[config.mk]
export PLATFORM = sky130hd
export DESIGN_NAME = humidity_sensor_edge_decoder
export DESIGN_NICKNAME = d
export VERILOG_FILES = /design/src/rtl/hsed_pkg.sv /design/src/rtl/hsed_frame.sv /design/src/rtl/hsed_eval.sv /design/src/rtl/humidity_sensor_edge_decoder.sv
export SDC_FILE = /design/constraint.sdc
export NUM_CORES = 1
export LEC_CHECK = 0
export ABC_AREA = 1
export BUFFER_PORTS_ARGS = -buffer_cell sky130_fd_sc_hd__clkbuf_2
export CAP_MARGIN = 10
export CORE_ASPECT_RATIO = 1.5
export CORE_UTILIZATION = 50
export CTS_CLUSTER_SIZE = 28
export DETAILED_ROUTE_END_ITERATION = 7
export PLACE_DENSITY_LB_ADDON = 0.15
export REMOVE_ABC_BUFFERS = 1
export SLEW_MARGIN = 10
export SYNTH_ARGS = -nofsm -noshare
export SYNTH_HDL_FRONTEND = slang
export SYNTH_SLANG_ARGS = --single-unit
[constraint.sdc]
create_clock -name clk -period 4.8 [get_ports clk]
set_input_delay 0.48 -clock clk [delete_from_list [all_inputs] [get_ports clk]]
set_output_delay 0.48 -clock clk [all_outputs]
set_load 0.05 [all_outputs]
[src/rtl/hsed_pkg.sv]
// ----------------------------------------------------------------------------
// Humidity sensor edge decoder package
// Widths, reset values, item kind codes and the control word shared by the
// decoder's modules.
// ----------------------------------------------------------------------------
package hsed_pkg;

  // Width of the free-running tick counter and of the edge interval.
  localparam int TIME_BITS = 16;

  // Width of one sensor frame: four data bytes and a checksum byte.
  localparam int FRAME_BITS = 40;

  // Width of the threshold register and the data fields.
  localparam int DATA_BITS = 16;

  // Reset value of the bit threshold, in ticks.
  localparam logic [DATA_BITS-1:0] THRESHOLD_RESET = 16'd12;

  // Inverts the magnitude of a negative sign-magnitude temperature.
  localparam logic [DATA_BITS-1:0] SIGN_FIX_MASK = 16'h7FFF;

  // Item kind codes.
  localparam logic KIND_EDGE = 1'b0;
  localparam logic KIND_EVAL = 1'b1;

  // Per-cycle strobes from the input handshake to the datapath.
  typedef struct packed {
    logic take_edge;
    logic take_eval;
  } hsed_ctl_t;

endpackage

[src/rtl/hsed_frame.sv]
// ----------------------------------------------------------------------------
// Humidity sensor edge decoder frame shifter
// Measures the wrapping interval between falling edges and shifts one frame
// bit per edge into a 40-bit register, newest bit at bit 0.
// ----------------------------------------------------------------------------
module hsed_frame import hsed_pkg::*; (
  input  logic                  clk,
  input  logic                  rst,
  input  hsed_ctl_t             ctl,
  input  logic [TIME_BITS-1:0]  edge_time,
  input  logic [DATA_BITS-1:0]  bit_threshold,
  output logic [FRAME_BITS-1:0] frame_bits
);

  logic [TIME_BITS-1:0] last_edge_time;
  logic [TIME_BITS-1:0] interval;
  logic                 new_bit;

  // Interval since the previous edge, modulo the counter width.
  assign interval = edge_time - last_edge_time;
  assign new_bit  = (interval > bit_threshold);

  // Edge timestamp and frame shift register.
  always_ff @(posedge clk) begin
    if (rst) begin
      last_edge_time <= '0;
      frame_bits     <= '0;
    end else if (ctl.take_edge) begin
      last_edge_time <= edge_time;
      frame_bits     <= {frame_bits[FRAME_BITS-2:0], new_bit};
    end
  end

endmodule

[src/rtl/hsed_eval.sv]
// ----------------------------------------------------------------------------
// Humidity sensor edge decoder frame evaluator
// Checks the frame checksum, converts the temperature to two's complement,
// holds the last good readings and registers the result word.
// ----------------------------------------------------------------------------
module hsed_eval import hsed_pkg::*; (
  input  logic                  clk,
  input  logic                  rst,
  input  hsed_ctl_t             ctl,
  input  logic [FRAME_BITS-1:0] frame_bits,
  input  logic                  out_stall,
  output logic                  out_valid,
  output logic                  checksum_ok,
  output logic signed [DATA_BITS-1:0] temperature,
  output logic [DATA_BITS-1:0]  humidity
);

  logic [9:0]           byte_sum;
  logic                 match;
  logic [DATA_BITS-1:0] raw_temp;
  logic [DATA_BITS-1:0] conv_temp;
  logic [DATA_BITS-1:0] held_temperature;
  logic [DATA_BITS-1:0] held_humidity;
  logic [DATA_BITS-1:0] temp_next;
  logic [DATA_BITS-1:0] hum_next;

  // Sum of the four data bytes against the checksum byte.
  assign byte_sum = {2'b00, frame_bits[15:8]}  + {2'b00, frame_bits[23:16]}
                  + {2'b00, frame_bits[31:24]} + {2'b00, frame_bits[39:32]};
  assign match    = (byte_sum[7:0] == frame_bits[7:0]);

  // Sign-magnitude to two's complement; negative zero wraps to zero.
  assign raw_temp  = frame_bits[23:8];
  assign conv_temp = raw_temp[DATA_BITS-1] ? ((raw_temp ^ SIGN_FIX_MASK) + 16'd1)
                                           : raw_temp;

  // Values reported for this evaluation.
  assign temp_next = match ? conv_temp : held_temperature;
  assign hum_next  = match ? frame_bits[39:24] : held_humidity;

  // Held readings, updated only on a good checksum.
  always_ff @(posedge clk) begin
    if (rst) begin
      held_temperature <= '0;
      held_humidity    <= '0;
    end else if (ctl.take_eval && match) begin
      held_temperature <= conv_temp;
      held_humidity    <= frame_bits[39:24];
    end
  end

  // Result register: valid is set by an evaluation and cleared when taken.
  always_ff @(posedge clk) begin
    if (rst) begin
      out_valid <= 1'b0;
    end else if (ctl.take_eval) begin
      out_valid <= 1'b1;
    end else if (!out_stall) begin
      out_valid <= 1'b0;
    end
  end

  // Result payload, loaded only when a new word is formed.
  always_ff @(posedge clk) begin
    if (ctl.take_eval) begin
      checksum_ok <= match;
      temperature <= temp_next;
      humidity    <= hum_next;
    end
  end

endmodule

[src/rtl/humidity_sensor_edge_decoder.sv]
// ----------------------------------------------------------------------------
// Humidity sensor edge decoder
// Decodes a single-wire temperature and humidity sensor frame from falling
// edge timestamps and reports checked readings.
// ----------------------------------------------------------------------------
// Input channel (in_valid / in_stall): one word per item. kind selects a
// falling edge (edge_time is the tick count at the edge) or an evaluation.
// Edge words update the frame and produce no output word.
// Output channel (out_valid / out_stall): one word per evaluation carrying
// checksum_ok, temperature and humidity. It appears in the cycle after the
// evaluation is accepted.
// Throughput is one input word per cycle when not stalled; each word is
// handled in a single pass from the input port to the result register.
// The input stalls only while an output word is waiting and out_stall is
// high; a waiting word and its fields hold until taken.
// Configuration (cfg_valid / cfg_ready): cfg_data writes bit_threshold. The
// port is always ready and should be written only while the block is idle.
// Reset clears the frame, the edge timestamp, the held readings and the
// output valid, and sets bit_threshold to 12.
// ----------------------------------------------------------------------------
module humidity_sensor_edge_decoder import hsed_pkg::*; (
  input  logic                        clk,
  input  logic                        rst,
  input  logic                        in_valid,
  output logic                        in_stall,
  input  logic                        kind,
  input  logic [TIME_BITS-1:0]        edge_time,
  output logic                        out_valid,
  input  logic                        out_stall,
  output logic                        checksum_ok,
  output logic signed [DATA_BITS-1:0] temperature,
  output logic [DATA_BITS-1:0]        humidity,
  input  logic                        cfg_valid,
  output logic                        cfg_ready,
  input  logic [DATA_BITS-1:0]        cfg_data
);

  logic [DATA_BITS-1:0]  bit_threshold;
  logic [FRAME_BITS-1:0] frame_bits;
  logic                  in_accept;
  hsed_ctl_t             ctl;

  // Input handshake: hold off only while a result word is blocked.
  assign in_stall      = out_valid && out_stall;
  assign in_accept     = in_valid && !in_stall;
  assign ctl.take_edge = in_accept && (kind == KIND_EDGE);
  assign ctl.take_eval = in_accept && (kind == KIND_EVAL);

  // Threshold register.
  assign cfg_ready = 1'b1;

  always_ff @(posedge clk) begin
    if (rst) begin
      bit_threshold <= THRESHOLD_RESET;
    end else if (cfg_valid && cfg_ready) begin
      bit_threshold <= cfg_data;
    end
  end

  hsed_frame u_frame (
    .clk           (clk),
    .rst           (rst),
    .ctl           (ctl),
    .edge_time     (edge_time),
    .bit_threshold (bit_threshold),
    .frame_bits    (frame_bits)
  );

  hsed_eval u_eval (
    .clk         (clk),
    .rst         (rst),
    .ctl         (ctl),
    .frame_bits  (frame_bits),
    .out_stall   (out_stall),
    .out_valid   (out_valid),
    .checksum_ok (checksum_ok),
    .temperature (temperature),
    .humidity    (humidity)
  );

endmodule

==> results of run 1 <==
==> report_power, final <==
group | internal [mW] | switching (mW)
clock | 0.874 | 0.521
combinational | 0.231 | 0.438
sequential | 1.25 | 0.0364
==> how the worst max path moves through the flow <==
stage,start,to,slack (ns)
after floorplan,u_eval.out_valid$_SDFFE_PP0P_,u_frame.frame_bits[3]$_SDFFE_PP0P_,0.43
after global placement,u_frame.frame_bits[17]$_SDFFE_PP0P_,u_eval.held_temperature[9]$_SDFFE_PP0P_,1.06
after detailed placement,u_frame.frame_bits[17]$_SDFFE_PP0P_,u_eval.held_temperature[12]$_SDFFE_PP0P_,1.0
after CTS,u_frame.frame_bits[17]$_SDFFE_PP0P_,u_eval.held_temperature[11]$_SDFFE_PP0P_,0.97
after global routing,u_frame.frame_bits[17]$_SDFFE_PP0P_,u_eval.held_temperature[4]$_SDFFE_PP0P_,0.74
final,u_frame.frame_bits[17]$_SDFFE_PP0P_,u_eval.held_temperature[11]$_SDFFE_PP0P_,1.02
==> registers in the layout, indices dropped and copies added, names as in the netlist <==
| register | count |
|---|---|
| u_frame.last_edge_time | 16 |
| u_eval.humidity | 16 |
| u_frame.frame_bits | 40 |
| u_eval.held_humidity | 16 |
| u_eval.checksum_ok | 1 |
| u_eval.temperature | 16 |
| bit_threshold | 16 |
| u_eval.out_valid | 1 |
| u_eval.held_temperature | 16 |
==> cell families (layout without fill, tap and decap cells) <==
group / after synthesis / after routing / share of synthesized area
buffers and inverters: 204 / 271 / 0.1063
flip-flops: 138 / 138 / 0.4163
AND/OR/NAND/NOR: 318 / 318 / 0.1794
adder cells (fa/ha/maj): 54 / 54 / 0.1061
AO/OA/AOI/OAI: 228 / 228 / 0.1573
other: 1 / 1 / 0.0005047
XOR/XNOR: 29 / 29 / 0.03419
==> metrics by stage <==
step | hold WS (ns) | total power [mW]
2_1_floorplan | 0.4353 | 1.802
3_3_place_gp | 0.4435 | 1.973
3_5_place_dp | 0.4525 | 1.979
4_1_cts | 0.2624 | 3.377
5_1_grt | 0.2960 | 3.521
6_report | 0.2741 | 3.349
==> routing by layer <==
layer	vias to the layer above	wire, µm	global-route usage
met3	33	427	0.04107
met1	2687	6306	0.2362
met5	-	0	0
met2	106	8494	0.4220
li1	3252	-	-
met4	0	493	0.1029
==> final cells by class <==
type                       instances  area, µm²
clock buffer                      18      429.2
sequential                       138       3093
multi-input combinational        630       3555
tap                              196      245.2
timing repair buffer              79      412.9
clock inverter                    14      197.7
inverter                         160      600.6
fill                            1393       5993
==> cell usage in the layout, fill, tap and decap left out, types with 15 or more instances in the layout <==
master,count
ha_1,39
xor2_1,19
dfxtp_1,105
fa_1,15
o21ai_0,117
nor2_1,75
nand3_1,28
a21oi_1,98
nand2_1,179
edfxtp_1,33
clkbuf_2,72
clkbuf_16,17
inv_1,157
nand4_1,24
==> worst max-delay path: stages (launching register included) <==
cell	delay [ns]
dfxtp_1	0.36
fa_1	0.52
inv_1	0.06
fa_1	0.50
inv_1	0.04
ha_1	0.22
fa_1	0.52
xnor2_1	0.12
nand3_1	0.09
nor2_1	0.09
nand3_1	0.12
nor3_4	0.15
buf_4	0.27
nand3_2	0.08
buf_4	0.28
nand2_1	0.11
nand2_1	0.05
nor2_1	0.09
==> impl_metrics.toml, run 1 <==
[placed_design]
hpwl_um = 11470
post-place-cells = 1203
placed_area_um2 = 7906
place_ws_ns = 0.9998
portBuffers = 72
globalplace.congestion = 0.9005

[clock_tree]
cts_max_level = 4
cts_tree = "built"
cts_sinks = 138
ctsHoldBuffers = 0
clock_latency_ns = 0.42
cts_resized = 0
cts_setup_buffers = 0
clk_pin_slew_ns = 0.06
clockRootBuffer = "clkbuf_16"
clock_path_buffers = 2
numCtsBuffers = 17

[grt]
grt_max_degree = 82
grt_overflow_total = 0
grt_pass1_wl_um = 26630
grt_pass1_vias = 5785
grt_antenna_before_repair = 0
grt_usage = 0.2240

[worst_hold_path]
hold_path_class = "in -> reg"
hold_path.startpoint = "cfg_data[3]"
holdPathEnd = "bit_threshold[3]$_SDFFE_PP1P_"
holdPathStages = 3

[sta]
tns_ns = 0
hold_violations = 0
drv_slew = 0
rsz0062_at_grt = "no"
fin_skew_ns = 0.009112
tightest_slew_ns = 0.9701
max_slew_margin = 0.3523
finalWorstSetupSlack_ns = 1.023
fin_crit_sh = 0.7869
finalSetupViolCount = 0
max_freq_mhz = 264.8
fin_crit_ns = 3.777

[setup_path]
crit-reg2reg-launch = "u_frame.frame_bits[17]$_SDFFE_PP0P_"
worst_setup_path_end_kind = "register"
cp.required_ns = 5.16
crit_type = "reg -> reg"
reg2regPathDepth = 17
r2r_end = "u_eval.held_temperature[11]$_SDFFE_PP0P_"
start_kind = "register"
critPathMaxFanout = 45
worstPathArrival_ns = 4.14
r2r_slack_ns = 1.02

[synthesis]
synth_edf_count = 33
synth_top_area_cell = "dfxtp_1"
async_reset_ff_frac = 0
seq_area_frac_synth = 0.4163
synthesis.area_um2 = 7430
postSynthCellCount = 972
ys_seq_elements = 138
synth_top_cell_area_share = 0.2829
ys_warn_count = 0
syn_avg_cell_area_um2 = 7.644
yosysMostFrequentCell = "nand2_1"
synth_ff_type = "dfxtp_1"
synth_area_leaders = "dfxtp_1, edfxtp_1, nand2_1"
ys_types = 33
ys_top_cells_by_count = "nand2_1, inv_1, o21ai_0"

[floorplanning]
rows = 54
core_area_um2 = 14530
die_x_um = 101.5
io_pins = 74
die-area_um2 = 15360
die_height_um = 151.3
initial_core_util = 0.5115

[finish]
layout-drive-gt1-share = 0.1136
antenna_cells = 0
nets = 1118
finish.utilization = 0.5874
area_growth_pct = 14.85
final_cells = 1235
postLayoutCellArea_um2 = 8533

[outcome]
status = "finished clean"

[detailed_routing]
drcViolationCount = 0
antenna_left = 0
drt-wirelength-per-cell_um = 12.73
drt_pass1_iterations = 4
vias_per_cell = 4.921
drt_wl_total_um = 15720
vias = 6078
drtIter0Drc = 208

[pwr]
p_leak_nw = 3.911
power_density_nw_per_um2 = 392.5
ir_drop_v = 0.0002242

[job]
drv_cap = 0
Note: power is estimated with default switching activity, not from simulation.
==> inputs of run 2 (changes only) <==
Settings changed: ABC_AREA 1 to 0.
Clock period 4.8 ns to 3.3 ns, I/O delays scaled along.
==> run 2 against run 1 <==
  * Die area decreased by 1.8%
  * Cell count is 10% lower
  * Via count decreased by 4.3%
  * Largest power group unchanged
  * Critical path type unchanged
  * First-iteration DRC count is 2.9% higher
  * The run now ends with negative setup slack left
  * Clock power grew 35%
  * Sequential cell count unchanged
==> impl_metrics.toml, run 2 <==
[finish]
area_growth_pct = 24.70
nFillCells = 1152
postLayoutCellArea_um2 = 9095
multi_input_area_um2 = 4004
seq_area_um2 = 3095
layout-drive-gt1-share = 0.2393
final_cell_mix = "nand2_1, dfxtp_1, clkbuf_2"
nets = 994
finish.utilization = 0.6439
largest-register = "u_frame.frame_bits"
layout_commonest_cell = "nand2_1"
antenna_cells = 0
largest_register_ffs = 40

[synthesis]
synth_edf_count = 33
synth_ff_type = "dfxtp_1"
ys_warn_count = 0
postSynthCellCount = 793
ys_types = 49
ys_top_cells_by_count = "nand2_1, dfxtp_1, a21oi_1"
syn_avg_cell_area_um2 = 9.197
yosysMostFrequentCell = "nand2_1"
synth_top_cell_area_share = 0.2882
async_reset_ff_frac = 0
ys_seq_elements = 138
synth_top_area_cell = "dfxtp_1"
seq_area_frac_synth = 0.4241
synthesis.area_um2 = 7293
synth_area_leaders = "dfxtp_1, edfxtp_1, nand2_1"

[detailed_routing]
top_layer_used = "met4"
drt_wl_total_um = 17430
wl_met1_um = 6469
vias = 5817
drt-wirelength-per-cell_um = 15.74
wl_met3_um = 558
drt_pass1_iterations = 4
vias_per_cell = 5.255
wl_met2_um = 9721
antenna_left = 0
drtIter0Drc = 214
drcViolationCount = 0

[floorplanning]
die_height_um = 149.9
die-area_um2 = 15080
die_x_um = 100.6
io_pins = 74
core_area_um2 = 14120
initial_core_util = 0.5163
rows = 53

[sta]
rsz0062_at_grt = "yes"
hold_violations = 0
max_slew_margin = 0.4761
fin_crit_ns = 3.783
whs_ns = 0.1349
drv_slew = 0
max_freq_mhz = 264.4
fin_skew_ns = 0.009239
finalWorstSetupSlack_ns = -0.4827
tightest_slew_ns = 0.7858
fin_crit_sh = 1.146
finalSetupViolCount = 65

[grt]
grt_pass1_wl_um = 28400
grt_antenna_before_repair = 0
grt_usage = 0.2446
grt_max_degree = 73
grt_pass1_vias = 6030
grt_overflow_total = 0

[setup_path]
crit-reg2reg-launch = "u_frame.frame_bits[9]$_SDFFE_PP0P_"
worstPathArrival_ns = 3.95
worst_setup_path_end_kind = "register"
r2r_slack_ns = -0.48
start_kind = "register"
critPathMaxFanout = 7
cp.required_ns = 3.47
r2r_end = "u_eval.humidity[2]$_DFFE_PP_"
reg2regPathDepth = 14
crit_type = "reg -> reg"

[outcome]
status = "complete, but fails checks"
violations = "negative setup slack"

[pwr]
clkPwrFrac = 0.433
fin_total_pwr_mw = 4.329
intPower_mw = 3.159
sw_frac_of_total = 0.2703
power_density_nw_per_um2 = 476.0
ir_drop_v = 0.0003199
seq_power_share = 0.412
comb_power_share = 0.155
p_sw_mw = 1.170
p_leak_nw = 3.879

[clock_tree]
clock_path_buffers = 2
clock_latency_ns = 0.41
cts_max_level = 4
cts_sinks = 138
cts_tree = "built"
clockRootBuffer = "clkbuf_16"
clk_pin_slew_ns = 0.06
numCtsBuffers = 17

[worst_hold_path]
hold_path_class = "in -> reg"
hold_path.startpoint = "cfg_data[2]"
holdPathEnd = "bit_threshold[2]$_SDFFE_PP1P_"
holdPathStages = 3

[placed_design]
portBuffers = 72
hpwl_um = 11460
placed_area_um2 = 8107
globalplace.congestion = 0.8368

[job]
drv_cap = 0
-- run 2: cell types whose count changed in the layout (fill, tap and decap cells not counted), sizes merged, moves of 27 or more --
cell   before  now
nor2       75   27
mux2        0   33
mux2i       0   45
buf         7   59
o21ai     118   16
inv       162   58
a21oi      98   71
-- run 2: layout make-up --
cell class,count,area share
Clock inverter,14,0.01610
Inverter,57,0.02352
Tap cell,192,0.02641
Sequential cell,138,0.3403
Clock buffer,18,0.04719
Multi-Input combinational cell,556,0.4402
Timing Repair Buffer,132,0.1062
-- run 2: critical path, stage by stage, from the launching register on --
cell       delay (ns)
dfxtp_2          0.32
fa_1             0.55
inv_2            0.04
fa_1             0.50
inv_1            0.05
ha_2             0.19
fa_2             0.37
xnor2_2          0.16
xnor2_2          0.15
nor4_2           0.18
nand3_1          0.19
nor3_4           0.19
buf_6            0.16
clkbuf_16        0.17
mux2_4           0.30
-- run 2: logic make-up after synthesis --
group / share of synthesized area
and+or+nand+nor: 0.1465
DFF: 0.4241
AOI/OAI and AO/OA: 0.09968
buffers and inverters: 0.05679
muxes: 0.1127
adders and majority gates: 0.1081
xor gates and xnor gates: 0.05164
other: 0.0005142
-- run 2: power groups by stage --
| stage | logic (mW) | registers [mW] | clock network (mW) |
|---|---|---|---|
| floorplan | 0.325 | 1.88 | 0 |
| global placement | 0.562 | 1.82 | 0 |
| detailed placement | 0.578 | 1.82 | 0 |
| CTS | 0.664 | 1.78 | 1.88 |
| global route | 0.728 | 1.79 | 1.96 |
| finish | 0.672 | 1.78 | 1.87 |
-- run 2: through the flow --
| stage | worst slack (ns) | TNS [ns] | cells |
|---|---|---|---|
| floorplan | -1.505 | -74.24 | 751 |
| global placement | -0.6140 | -33.98 | 1064 |
| detailed placement | -0.7091 | -39.91 | 1064 |
| CTS | -0.5571 | -31.14 | 1108 |
| global route | -0.5979 | -34.58 | 1107 |
| finish | -0.4827 | -25.69 | 1107 |
-- run 2: worst max path at each step --
stage	startpoint	endpoint	slack, ns	cells past startpoint
finish	u_frame.frame_bits[9]$_SDFFE_PP0P_	u_eval.humidity[2]$_DFFE_PP_	-0.48	14
global route	u_frame.frame_bits[9]$_SDFFE_PP0P_	u_eval.humidity[11]$_DFFE_PP_	-0.60	14
CTS	u_frame.frame_bits[9]$_SDFFE_PP0P_	u_eval.humidity[0]$_DFFE_PP_	-0.56	13
detailed placement	u_frame.frame_bits[9]$_SDFFE_PP0P_	u_eval.humidity[2]$_DFFE_PP_	-0.71	13
global placement	u_frame.frame_bits[9]$_SDFFE_PP0P_	u_eval.humidity[8]$_DFFE_PP_	-0.61	13
floorplan	u_frame.frame_bits[9]$_SDFFE_PP0P_	u_eval.held_temperature[15]$_SDFFE_PP0P_	-1.51	12
-- run 2: timing repair --
item | in CTS | in global routing
setup endpoints to repair | 66 | 66
gates cloned | 6 | 1
gates resized for setup | 32 | 38
hold buffers | 0 | 0
setup buffers | 7 | 2
pin swaps | 5 | 5
-- run 2: layer usage --
layer  track usage  vias to the layer above
li1              -                     2873
met1        0.2531                     2773
met2        0.4661                      135
met3       0.04250                       36
met4        0.1196                        0
met5             0                        -
